`src/hdl/utf8_byte_stream_decoder_macros.svh`:
```
// Assertion macros shared by the UTF-8 decoder RTL.
// Each macro expects clk and arst_n in scope at the point of use.
`ifndef UTF8_BYTE_STREAM_DECODER_MACROS_SVH
`define UTF8_BYTE_STREAM_DECODER_MACROS_SVH

// Same-cycle implication, disabled while reset is asserted
`define U8D_ASSERT_NOW(label, ante, cons, msg) \
	label: assert property (@(posedge clk) disable iff (!arst_n) (ante) |-> (cons)) \
		else $error(msg);

// Next-cycle implication, disabled while reset is asserted
`define U8D_ASSERT_NEXT(label, ante, cons, msg) \
	label: assert property (@(posedge clk) disable iff (!arst_n) (ante) |=> (cons)) \
		else $error(msg);

`endif

```
`src/hdl/u8d_pkg.sv`:
```
// Shared types and constants for the UTF-8 byte stream decoder.
// No dependencies; imported by every decoder module.
package u8d_pkg;

	localparam int unsigned BYTE_W      = 8;
	localparam int unsigned CP_W        = 21;
	localparam int unsigned M_TDATA_W   = 24;
	localparam int unsigned QUEUE_DEPTH = 4;

	localparam logic [CP_W-1:0] REPLACEMENT_CP = 21'h00FFFD;

	// One decoded request: rep_cnt replacement results, then an optional final result
	typedef struct packed {
		logic [1:0]      rep_cnt;
		logic            has_final;
		logic [CP_W-1:0] final_cp;
		logic            text_end;
	} u8d_cmd_t;

	// Queue fill status seen by the front and back
	typedef struct packed {
		logic full;
		logic empty;
	} u8d_qstat_t;

endpackage

```
`src/hdl/u8d_front.sv`:
```
// UTF-8 decoder front end (uses u8d_pkg): accepts bytes, tracks the held
// sequence, and makes a back-end request of each byte that yields results.
module u8d_front import u8d_pkg::*; (
	input  logic              clk,
	input  logic              arst_n,
	input  logic              in_valid,
	input  logic [BYTE_W-1:0] byte_in,
	input  logic              text_end,
	input  u8d_qstat_t        qstat,
	output logic              in_ready,
	output logic              push,
	output u8d_cmd_t          cmd
);

	logic [CP_W-1:0] partial_q;
	logic [1:0]      needed_q;
	logic [1:0]      held_q;

	logic [CP_W-1:0] partial_d;
	logic [1:0]      needed_d;
	logic [1:0]      held_d;
	logic [CP_W-1:0] shifted;
	logic [1:0]      held_inc;
	logic            is_cont;
	logic            is_lead2;
	logic            is_lead3;
	logic            is_lead4;
	logic            accept;

	// Take a byte whenever the queue has room
	assign in_ready = !qstat.full;
	assign accept   = in_valid && in_ready;

	// Classify the byte
	assign is_cont  = (byte_in[7:6] == 2'b10);
	assign is_lead2 = (byte_in[7:5] == 3'b110);
	assign is_lead3 = (byte_in[7:4] == 4'b1110);
	assign is_lead4 = (byte_in[7:3] == 5'b11110);
	assign shifted  = {partial_q[CP_W-7:0], byte_in[5:0]};
	assign held_inc = held_q + 2'd1;

	// Decode the byte against the held sequence
	always_comb begin
		partial_d     = partial_q;
		needed_d      = needed_q;
		held_d        = held_q;
		cmd.rep_cnt   = 2'd0;
		cmd.has_final = 1'b0;
		cmd.final_cp  = REPLACEMENT_CP;
		cmd.text_end  = text_end;
		if (needed_q != 2'd0 && is_cont) begin
			if (held_inc == needed_q) begin
				cmd.has_final = 1'b1;
				cmd.final_cp  = shifted;
				partial_d     = '0;
				needed_d      = 2'd0;
				held_d        = 2'd0;
			end else if (text_end) begin
				// lead and all held continuations become replacements
				cmd.rep_cnt   = held_inc;
				cmd.has_final = 1'b1;
			end else begin
				partial_d = shifted;
				held_d    = held_inc;
			end
		end else begin
			// flush a broken sequence, then decode the byte afresh
			if (needed_q != 2'd0) begin
				cmd.rep_cnt = held_inc;
				partial_d   = '0;
				needed_d    = 2'd0;
				held_d      = 2'd0;
			end
			if (!byte_in[7]) begin
				cmd.has_final = 1'b1;
				cmd.final_cp  = {{(CP_W-BYTE_W){1'b0}}, byte_in};
			end else if (is_lead2 || is_lead3 || is_lead4) begin
				if (text_end) begin
					cmd.has_final = 1'b1;
				end else if (is_lead2) begin
					partial_d = {{(CP_W-5){1'b0}}, byte_in[4:0]};
					needed_d  = 2'd1;
				end else if (is_lead3) begin
					partial_d = {{(CP_W-4){1'b0}}, byte_in[3:0]};
					needed_d  = 2'd2;
				end else begin
					partial_d = {{(CP_W-3){1'b0}}, byte_in[2:0]};
					needed_d  = 2'd3;
				end
			end else begin
				cmd.has_final = 1'b1;
			end
		end
		// end of text always returns to the idle state
		if (text_end) begin
			partial_d = '0;
			needed_d  = 2'd0;
			held_d    = 2'd0;
		end
	end

	// Queue a request only when the byte yields results
	assign push = accept && (cmd.rep_cnt != 2'd0 || cmd.has_final);

	// Hold the sequence state
	always_ff @(posedge clk or negedge arst_n) begin
		if (!arst_n) begin
			partial_q <= '0;
			needed_q  <= 2'd0;
			held_q    <= 2'd0;
		end else if (accept) begin
			partial_q <= partial_d;
			needed_q  <= needed_d;
			held_q    <= held_d;
		end
	end

endmodule

```
`src/hdl/u8d_queue.sv`:
```
// Request queue between the decoder front and back ends.
// Register-based circular buffer of u8d_cmd_t; uses u8d_pkg.
module u8d_queue import u8d_pkg::*; #(
	parameter int unsigned DEPTH = QUEUE_DEPTH
) (
	input  logic       clk,
	input  logic       arst_n,
	input  logic       push,
	input  u8d_cmd_t   din,
	input  logic       pop,
	output u8d_cmd_t   dout,
	output u8d_qstat_t qstat
);

	localparam int unsigned PTR_W = (DEPTH > 1) ? $clog2(DEPTH) : 1;
	localparam int unsigned CNT_W = $clog2(DEPTH + 1);
	localparam logic [PTR_W-1:0] LAST_PTR = PTR_W'(DEPTH - 1);
	localparam logic [CNT_W-1:0] FULL_CNT = CNT_W'(DEPTH);

	u8d_cmd_t         slots_q [DEPTH];
	logic [PTR_W-1:0] wr_ptr_q;
	logic [PTR_W-1:0] rd_ptr_q;
	logic [CNT_W-1:0] count_q;

	assign dout        = slots_q[rd_ptr_q];
	assign qstat.full  = (count_q == FULL_CNT);
	assign qstat.empty = (count_q == '0);

	// Store incoming requests
	always_ff @(posedge clk) begin
		if (push) begin
			slots_q[wr_ptr_q] <= din;
		end
	end

	// Advance pointers and fill count
	always_ff @(posedge clk or negedge arst_n) begin
		if (!arst_n) begin
			wr_ptr_q <= '0;
			rd_ptr_q <= '0;
			count_q  <= '0;
		end else begin
			if (push) begin
				wr_ptr_q <= (wr_ptr_q == LAST_PTR) ? '0 : wr_ptr_q + 1'b1;
			end
			if (pop) begin
				rd_ptr_q <= (rd_ptr_q == LAST_PTR) ? '0 : rd_ptr_q + 1'b1;
			end
			if (push && !pop) begin
				count_q <= count_q + 1'b1;
			end else if (pop && !push) begin
				count_q <= count_q - 1'b1;
			end
		end
	end

endmodule

```
`src/hdl/u8d_back.sv`:
```
// UTF-8 decoder back end (uses u8d_pkg): expands each queued request
// as result items, one per cycle unless stalled, to a registered output.
module u8d_back import u8d_pkg::*; (
	input  logic                 clk,
	input  logic                 arst_n,
	input  u8d_cmd_t             head,
	input  u8d_qstat_t           qstat,
	output logic                 pop,
	output logic                 load,
	input  logic                 m_tready,
	output logic                 m_tvalid,
	output logic [M_TDATA_W-1:0] m_tdata,
	output logic                 m_tlast,
	output logic                 m_tuser
);

	logic [1:0]      idx_q;
	logic            valid_q;
	logic [CP_W-1:0] cp_q;
	logic            last_q;
	logic            done_q;

	logic            item_end;
	logic [CP_W-1:0] item_cp;

	// Load the output stage when it is empty or being drained
	assign load = !qstat.empty && (!valid_q || m_tready);

	// Pick the current item of the head request
	assign item_end = ({1'b0, idx_q} + 3'd1) == ({1'b0, head.rep_cnt} + {2'b0, head.has_final});
	assign item_cp  = (idx_q < head.rep_cnt) ? REPLACEMENT_CP : head.final_cp;
	assign pop      = load && item_end;

	// Step through the items of a request
	always_ff @(posedge clk or negedge arst_n) begin
		if (!arst_n) begin
			idx_q   <= 2'd0;
			valid_q <= 1'b0;
		end else begin
			if (load) begin
				idx_q <= item_end ? 2'd0 : idx_q + 2'd1;
			end
			if (load) begin
				valid_q <= 1'b1;
			end else if (m_tready) begin
				valid_q <= 1'b0;
			end
		end
	end

	// Capture the result payload
	always_ff @(posedge clk) begin
		if (load) begin
			cp_q   <= item_cp;
			last_q <= item_end;
			done_q <= item_end && head.text_end;
		end
	end

	assign m_tvalid = valid_q;
	assign m_tdata  = {{(M_TDATA_W-CP_W){1'b0}}, cp_q};
	assign m_tlast  = last_q;
	assign m_tuser  = done_q;

endmodule

```
`src/hdl/utf8_byte_stream_decoder.sv`:
```
// A byte's first result passes through the request queue, then the output register.
// Throughput: one byte per cycle while the request queue has room; a byte that
// yields several results has them emitted one at a time, the request queue absorbing it.
// The output register accepts a new result whenever the current one is taken.
// Reset (arst_n low, asynchronous) clears the held sequence, the queue and the output.
`include "utf8_byte_stream_decoder_macros.svh"

module utf8_byte_stream_decoder import u8d_pkg::*; #(
	parameter int unsigned QUEUE_DEPTH_P = QUEUE_DEPTH
) (
	input  logic                 clk,
	input  logic                 arst_n,
	input  logic                 s_tvalid,
	output logic                 s_tready,
	input  logic [BYTE_W-1:0]    s_tdata,   // [7:0] byte_in
	input  logic                 s_tlast,   // text_end
	output logic                 m_tvalid,
	input  logic                 m_tready,
	output logic [M_TDATA_W-1:0] m_tdata,   // [20:0] code_point, [23:21] zero
	output logic                 m_tlast,   // run_last
	output logic                 m_tuser    // [0] text_done
);

	u8d_cmd_t   push_cmd;
	u8d_cmd_t   head_cmd;
	u8d_qstat_t qstat;
	logic       push;
	logic       pop;
	logic       load;

	// Classify incoming bytes
	u8d_front u_front (
		.clk      (clk),
		.arst_n   (arst_n),
		.in_valid (s_tvalid),
		.byte_in  (s_tdata),
		.text_end (s_tlast),
		.qstat    (qstat),
		.in_ready (s_tready),
		.push     (push),
		.cmd      (push_cmd)
	);

	// Decouple front and back
	u8d_queue #(
		.DEPTH (QUEUE_DEPTH_P)
	) u_queue (
		.clk    (clk),
		.arst_n (arst_n),
		.push   (push),
		.din    (push_cmd),
		.pop    (pop),
		.dout   (head_cmd),
		.qstat  (qstat)
	);

	// Emit results
	u8d_back u_back (
		.clk      (clk),
		.arst_n   (arst_n),
		.head     (head_cmd),
		.qstat    (qstat),
		.pop      (pop),
		.load     (load),
		.m_tready (m_tready),
		.m_tvalid (m_tvalid),
		.m_tdata  (m_tdata),
		.m_tlast  (m_tlast),
		.m_tuser  (m_tuser)
	);

	`U8D_ASSERT_NOW(a_done_ends_run, m_tvalid && m_tuser, m_tlast, "text_done without run_last")
	`U8D_ASSERT_NOW(a_no_push_full, push, !qstat.full, "request pushed into full queue")
	`U8D_ASSERT_NOW(a_pop_on_load, pop, load && !qstat.empty, "request popped without load")
	`U8D_ASSERT_NEXT(a_load_shows, load, m_tvalid, "loaded result not presented")

endmodule
```
`config.mk`:
```
export PLATFORM = sky130hd
export DESIGN_NAME = utf8_byte_stream_decoder
export DESIGN_NICKNAME = d
export VERILOG_FILES = /design/src/hdl/u8d_pkg.sv /design/src/hdl/u8d_front.sv /design/src/hdl/u8d_queue.sv /design/src/hdl/u8d_back.sv /design/src/hdl/utf8_byte_stream_decoder.sv
export VERILOG_INCLUDE_DIRS = /design/src /design/src/hdl
export SDC_FILE = /design/constraint.sdc
export NUM_CORES = 1
export LEC_CHECK = 0
export BUFFER_PORTS_ARGS = -buffer_cell sky130_fd_sc_hd__clkbuf_2
export CAP_MARGIN = 0
export CELL_PAD_IN_SITES_DETAIL_PLACEMENT = 1
export CELL_PAD_IN_SITES_GLOBAL_PLACEMENT = 1
export CORE_MARGIN = 2
export CORE_UTILIZATION = 46
export CTS_CLUSTER_SIZE = 25
export DETAILED_ROUTE_END_ITERATION = 16
export PLACE_DENSITY_LB_ADDON = 0.1
export RECOVER_POWER = 25
export REMOVE_ABC_BUFFERS = 1
export SLEW_MARGIN = 20
export SYNTH_ARGS = -nofsm -noshare
export SYNTH_HDL_FRONTEND = slang
export SYNTH_SLANG_ARGS = --single-unit
```
`constraint.sdc`:
```
create_clock -name clk -period 3.63 [get_ports clk]
set_clock_uncertainty 0.05 [all_clocks]
set_input_delay 0.1815 -clock clk [delete_from_list [all_inputs] [get_ports clk]]
set_output_delay 0.1815 -clock clk [all_outputs]
set_load 0.01 [all_outputs]
```
==> impl_metrics.csv, run 1 <==
group,metric,value,unit
critical_path,crit_fanout,5,
floorplan,rows,42,
route,drc,0,
critical_path,path_delay_family,"adder cells",
power_and_ir_drop,internal_power,0.00427,W
critical_path,path_buf_inv,1,
worst_hold_path,holdPathStages,2,
global_routing,antenna_found_initial,0,
sta,worst-slew-pin-transition,1.71,ns
critical_path,ff2ff_setup_slack,0.39,ns
critical_path,crit_type,"reg -> reg",
clocking,cts.clk_slew.worst_paths,0.06,ns
critical_path,crit_arrival,3.50,ns
synth,synth_area_leaders,"edfxtp_1 (59%), dfrtp_1 (12%), mux4_2 (9.0%)",
sta,tns,0,ns
clocking,htree_levels,4,
clocking,cts-root-buf,"clkbuf_16",
place,io_buffers,37,
clocking,post_cts_resized,0,
sta,fmax,309,MHz
synth,yosysWarnings,0,
floorplan,core_area,13200,um^2
route,drt-total-wl,12400,um
route,drt_iter0_drc,176,
critical_path,path_common_cell,"ha_1",
layout,diodes,0,
run,maxCapViolCount,2,
critical_path,crit_slowest_cell,"mux4_2",
worst_hold_path,hold_class,"in -> reg",
clocking,clock_path_buffers,2,
critical_path,cp-start-kind,"flip-flop",
global_routing,grt_max_degree,30,
power_and_ir_drop,clkPwrFrac,28.5,%
layout,fin_nets,443,
route,top_layer_used,"met4",
global_routing,overflow,0,
run_status,violations,"max-capacitance violations, max-slew violations",
sta,hold_violations,0,
sta,finalCriticalPeriod,3.24,ns
critical_path,cp_num_cells,10,
layout,syn_to_final_growth,15.5,%
clocking,cts_tree,"yes",
power_and_ir_drop,power-per-cell-area,833,nW/um^2
sta,setup_violations,0,
critical_path,critPathCaptureType,"flip-flop",
route,routed-wl-met2,6410,um
synth,netlist_area,6260,um^2
synth,synth-seq-cells,152,
layout,final_cell_mix,"edfxtp_1 (123), clkbuf_1 (31), dfrtp_1 (28)",
sta,holdWs,0.0394,ns
place,gp_congestion,0.800,
floorplan,ioPinCount,41,
floorplan,initial_core_util,47.2,%
critical_path,cp.required,3.89,ns
floorplan,dieArea,14500,um^2
synth,synth-main-ff-cell,"edfxtp_1",
critical_path,reg2reg_depth,10,
route,drt-met1-wl,5370,um
power_and_ir_drop,switching_share,29.1,%
power_and_ir_drop,comb_power_share,28.6,%
synth,postSynthAreaPerCell,17.2,um^2
synth,yosys.area.top_type_share,59.0,%
route,num_vias,3277,
global_routing,first_global_vias,3516,
power_and_ir_drop,switching_power,0.00175,W
sta,finalCritPeriodShare,89.3,%
global_routing,grt_pass1_wl,20000,um
floorplan,die_h,121,um
layout,layout_commonest_cell,"edfxtp_1",
synth,synth_edf_count,123,
floorplan,chipWidth,121,um
synth,yosysUniqueCellTypes,42,
route,final_antenna_net_count,0,
power_and_ir_drop,ir_drop,393,uV
critical_path,crit_chain,"mux4_2 > ha_1 > ha_1 > xor2_1 > nor3_1 > nand2_1 > ha_1 > inv_1 > fa_1 > mux2_2",
route,firstDrtPassIters,6,
synth,syn-instance-count,364,
sta,relSlewSlack,-13.9,%
synth,synthArstFlopShare,19.1,%
critical_path,critPathMaxStageDelay,0.53,ns
place,hpwlAfterDp,7710,um
clocking,cts_buffers,17,
clocking,insertion_delay,0.42,ns
power_and_ir_drop,seq_power_share,42.9,%
global_routing,grt_usage,18.9,%
run_status,status,"complete, but fails checks",
route,wl_per_cell,20.5,um
sta,slew_violations,55,
synth,synth_largest_area_cell,"edfxtp_1",
clocking,clock-sinks,152,
route,wl_met3,470,um
layout,drive_gt1_share,24.4,%
sta,rsz0062_at_grt,"false",
power_and_ir_drop,leakage,2.64,nW
synth,synth_seq_area_share,70.6,%
layout,fillCellCount,1249,
route,vias_per_cell,5.40,
==> Yosys cell counts (all sizes together), types with 2 or more instances <==
cell type and instances:
nand2 11, xor2 5, ha 10, dfrtp 29, nor2b 9, a22o 13, a21oi 5, clkbuf 7
mux4 25, mux2 4, nand2b 4, o21ai 11, edfxtp 123, a31oi 3, inv 8, o2bb2ai 2
or2 22, o41ai 2, nor3 6, xnor2 2, a21o 13, buf 14, nor2 9, nor3b 2
and2 12
==> state kept, by name, indices dropped and copies added (netlist names), 3 cells and up <==
name / cells
u_queue.count_q: 3
u_queue.slots_q: 100
u_front.partial_q: 15
u_back.cp_q: 21
==> power groups by stage <==
| stage | combinational, W | clock [W] | sequential (W) |
|---|---|---|---|
| after floorplan | 0.000991 | 0 | 0.00273 |
| after global placement | 0.00176 | 0 | 0.00260 |
| after CTS | 0.00182 | 0.00176 | 0.00259 |
| after detailed placement | 0.00180 | 0 | 0.00262 |
| final | 0.00172 | 0.00172 | 0.00258 |
| after global routing | 0.00191 | 0.00182 | 0.00263 |
==> path summary, 6_finish.rpt <==
check	end	startpoint
setup / recovery	u_queue.count_q[1]	u_queue.rd_ptr_q[0]
hold / removal	u_front.partial_q[4]	s_tdata[4]
setup reg to reg	u_queue.count_q[1]	u_queue.rd_ptr_q[0]
hold reg to reg	u_front.partial_q[10]	u_front.partial_q[10]
max in group asynchronous	u_queue.rd_ptr_q[0]	arst_n
min in group asynchronous	u_queue.wr_ptr_q[0]	arst_n
==> cells by family (layout without fill, tap and decap cells) <==
logic type      after synthesis  after routing  share of synthesized area [%]
compound gates               54             54                           6.22
xor+xnor                      7              7                          0.980
fa+ha+maj                    11             11                           2.32
buf+inv                      29             94                           2.44
flops                       152            152                           70.6
mux                          29             29                           9.72
other cells                   1              3                         0.0599
simple gates                 81             81                           7.62
==> layout make-up <==
cell class	instances	area, um^2	area share [%]
Clock buffer	21	440	6.09
Clock inverter	10	129	1.78
Inverter	8	30.0	0.415
Multi-Input combinational cell	185	1690	23.4
Sequential cell	152	4420	61.2
Tap cell	176	220	3.05
Timing Repair Buffer	55	297	4.10
==> metal layers <==
metal / vias up / GRT usage, %
met5: - / 0
met4: 0 / 8.36
met3: 13 / 5.19
met2: 79 / 30.8
met1: 1681 / 23.6
li1: 1504 / -
==> timing repair <==
item                                   CTS  global route
buffers inserted                         0             0
endpoints found under the hold margin   33             0
hold buffers                             5             0
==> through the flow <==
stage	worst slack (ns)	utilization [%]	instances	cell area (um^2)	power (W)
after floorplan	-0.415	-	345	6140	0.00372
after global routing	0.224	54.6	607	7230	0.00636
after CTS	0.375	54.9	607	7260	0.00616
after detailed placement	0.385	50.2	571	6650	0.00441
final	0.389	54.6	607	7230	0.00602
after global placement	0.467	50.2	571	6650	0.00436
(Power assumes the default switching activity.)
==> inputs of run 2 (changes only) <==
--- a/config.mk
+++ b/config.mk
@@ -14,7 +14,7 @@
 export CORE_UTILIZATION = 46
 export CTS_CLUSTER_SIZE = 25
 export DETAILED_ROUTE_END_ITERATION = 16
-export PLACE_DENSITY_LB_ADDON = 0.1
+export PLACE_DENSITY_LB_ADDON = 0.3
 export RECOVER_POWER = 25
 export REMOVE_ABC_BUFFERS = 1
 export SLEW_MARGIN = 20
==> impl_metrics.csv, run 2 (synthesized netlist as in run 1, its figures left out) <==
group,metric,value,unit
sta,worst-slew-pin-transition,1.82,ns
power_and_ir_drop,switching_share,29.5,%
route,num_vias,3347,
floorplan,rows,42,
route,firstDrtPassIters,4,
sta,finalCriticalPeriod,3.29,ns
layout,fillCellCount,1264,
critical_path,crit_type,"reg -> reg",
run_status,violations,"max-capacitance violations, max-slew violations",
critical_path,crit_fanout,4,
route,vias_per_cell,5.54,
layout,reg_top3,"u_queue.slots_q x100, u_back.cp_q x21, u_front.partial_q x15",
layout,syn_to_final_growth,14.9,%
global_routing,grt_usage,19.6,%
clocking,htree_levels,4,
layout,drive_gt1_share,23.8,%
sta,relSlewSlack,-21.5,%
worst_hold_path,hold_class,"in -> reg",
sta,setup_violations,0,
power_and_ir_drop,switching_power,0.00176,W
route,drt_iter0_drc,243,
sta,fin_ws,0.335,ns
power_and_ir_drop,internal_power,0.00420,W
global_routing,overflow,0,
route,drc,0,
critical_path,critPathCaptureType,"flip-flop",
clocking,cts.clk_slew.worst_paths,0.06,ns
critical_path,crit_arrival,3.55,ns
clocking,insertion_delay,0.42,ns
route,final_antenna_net_count,0,
clocking,clock_path_buffers,2,
run,maxCapViolCount,1,
sta,slew_violations,30,
power_and_ir_drop,seq_power_share,43.3,%
clocking,cts-root-buf,"clkbuf_16",
power_and_ir_drop,clkPwrFrac,28.1,%
power_and_ir_drop,power-per-cell-area,828,nW/um^2
route,wl_per_cell,21.3,um
global_routing,first_global_vias,3580,
clocking,cts_buffers,17,
floorplan,initial_core_util,47.2,%
sta,hold_violations,0,
layout,largest_register,"u_queue.slots_q",
critical_path,cp-startpoint,"u_queue.rd_ptr_q[0]",
sta,fmax,304,MHz
power_and_ir_drop,comb_power_share,28.6,%
power_and_ir_drop,ir_drop,384,uV
worst_hold_path,hp-start,"s_tdata[3]",
layout,final_cell_mix,"edfxtp_1 (123), clkbuf_1 (32), dfrtp_1 (29)",
run_status,status,"complete, but fails checks",
clocking,cts_setup_buffers,0,
floorplan,core_area,13200,um^2
layout,diodes,0,
critical_path,timing.rr.start,"u_queue.rd_ptr_q[0]",
place,pre_cts_ws,0.368,ns
floorplan,chipWidth,121,um
global_routing,grt_max_degree,30,
clocking,cts_tree,"yes",
layout,layout_commonest_cell,"edfxtp_1",
sta,finalCritPeriodShare,90.8,%
clocking,clock-sinks,152,
floorplan,ioPinCount,41,
critical_path,cp-start-kind,"flip-flop",
floorplan,dieArea,14500,um^2
global_routing,grt_pass1_wl,20500,um
clocking,post_cts_resized,0,
sta,rsz0062_at_grt,"false",
place,io_buffers,37,
place,gp_congestion,0.834,
critical_path,cp.required,3.89,ns
place,hpwlAfterDp,7610,um
layout,fin_nets,439,
layout,largest_reg_flops,100,
global_routing,antenna_found_initial,0,
power_and_ir_drop,leakage,2.62,nW
route,drt-total-wl,12900,um
floorplan,die_h,121,um
sta,tns,0,ns
run 2: routing by layer:
metal	part of all wire, %	GRT usage, %	vias up
met4	2.1	8.43	0
met5	0	0	-
met1	42	24.8	1750
met3	4.6	4.72	22
li1	-	-	1493
met2	51	32.2	82
run 2: power by group through the flow:
stage	clock [W]	sequential [W]	combinational [W]
finish	0.00168	0.00258	0.00170
global route	0.00178	0.00262	0.00190
CTS	0.00171	0.00259	0.00178
detailed placement	0	0.00262	0.00176
global placement	0	0.00259	0.00169
floorplan	0	0.00273	0.000991
run 2: final timing paths:
path,endpoint,slack (ns),depth (start not counted)
worst max register to register,u_queue.count_q[1],0.34,10
max in group asynchronous,u_front.needed_q[1],1.70,2
worst min register to register,u_queue.count_q[2],0.45,1
worst max-delay path,u_queue.count_q[1],0.34,10
worst min-delay path,u_front.partial_q[3],0.03,3
min in group asynchronous,u_back.m_tvalid,0.77,2
run 2: area by class of cell:
class	count	area [um^2]	share of cell area [%]
Clock buffer	24	462	6.42
Clock inverter	8	96.3	1.34
Inverter	8	30.0	0.418
Multi-Input combinational cell	185	1690	23.5
Sequential cell	152	4420	61.5
Tap cell	176	220	3.06
Timing Repair Buffer	51	270	3.76
run 2: worst max-delay path, stage by stage (launching register included):
cell	delay, ns
dfrtp_1	0.46
mux4_2	0.56
ha_1	0.21
ha_1	0.29
xor2_1	0.14
nor3_1	0.28
nand2_1	0.19
ha_1	0.26
inv_1	0.08
fa_1	0.40
mux2_2	0.27
run 2: per-stage QoR:
stage	power [W]	hold WS, ns	util, %	cells	cell area [um^2]
2_1_floorplan	0.00372	-0.164	-	345	6140
3_3_place_gp	0.00428	0.257	49.9	567	6610
3_5_place_dp	0.00438	0.269	49.9	567	6610
4_1_cts	0.00607	0.0258	54.5	604	7220
5_1_grt	0.00629	0.0773	54.3	604	7190
6_report	0.00596	0.0315	54.3	604	7190
run 2: what timing repair did:
item / CTS / global route
setup endpoints to repair: 0 / 0
hold buffers: 5 / 0
endpoints found under the hold margin: 33 / 0
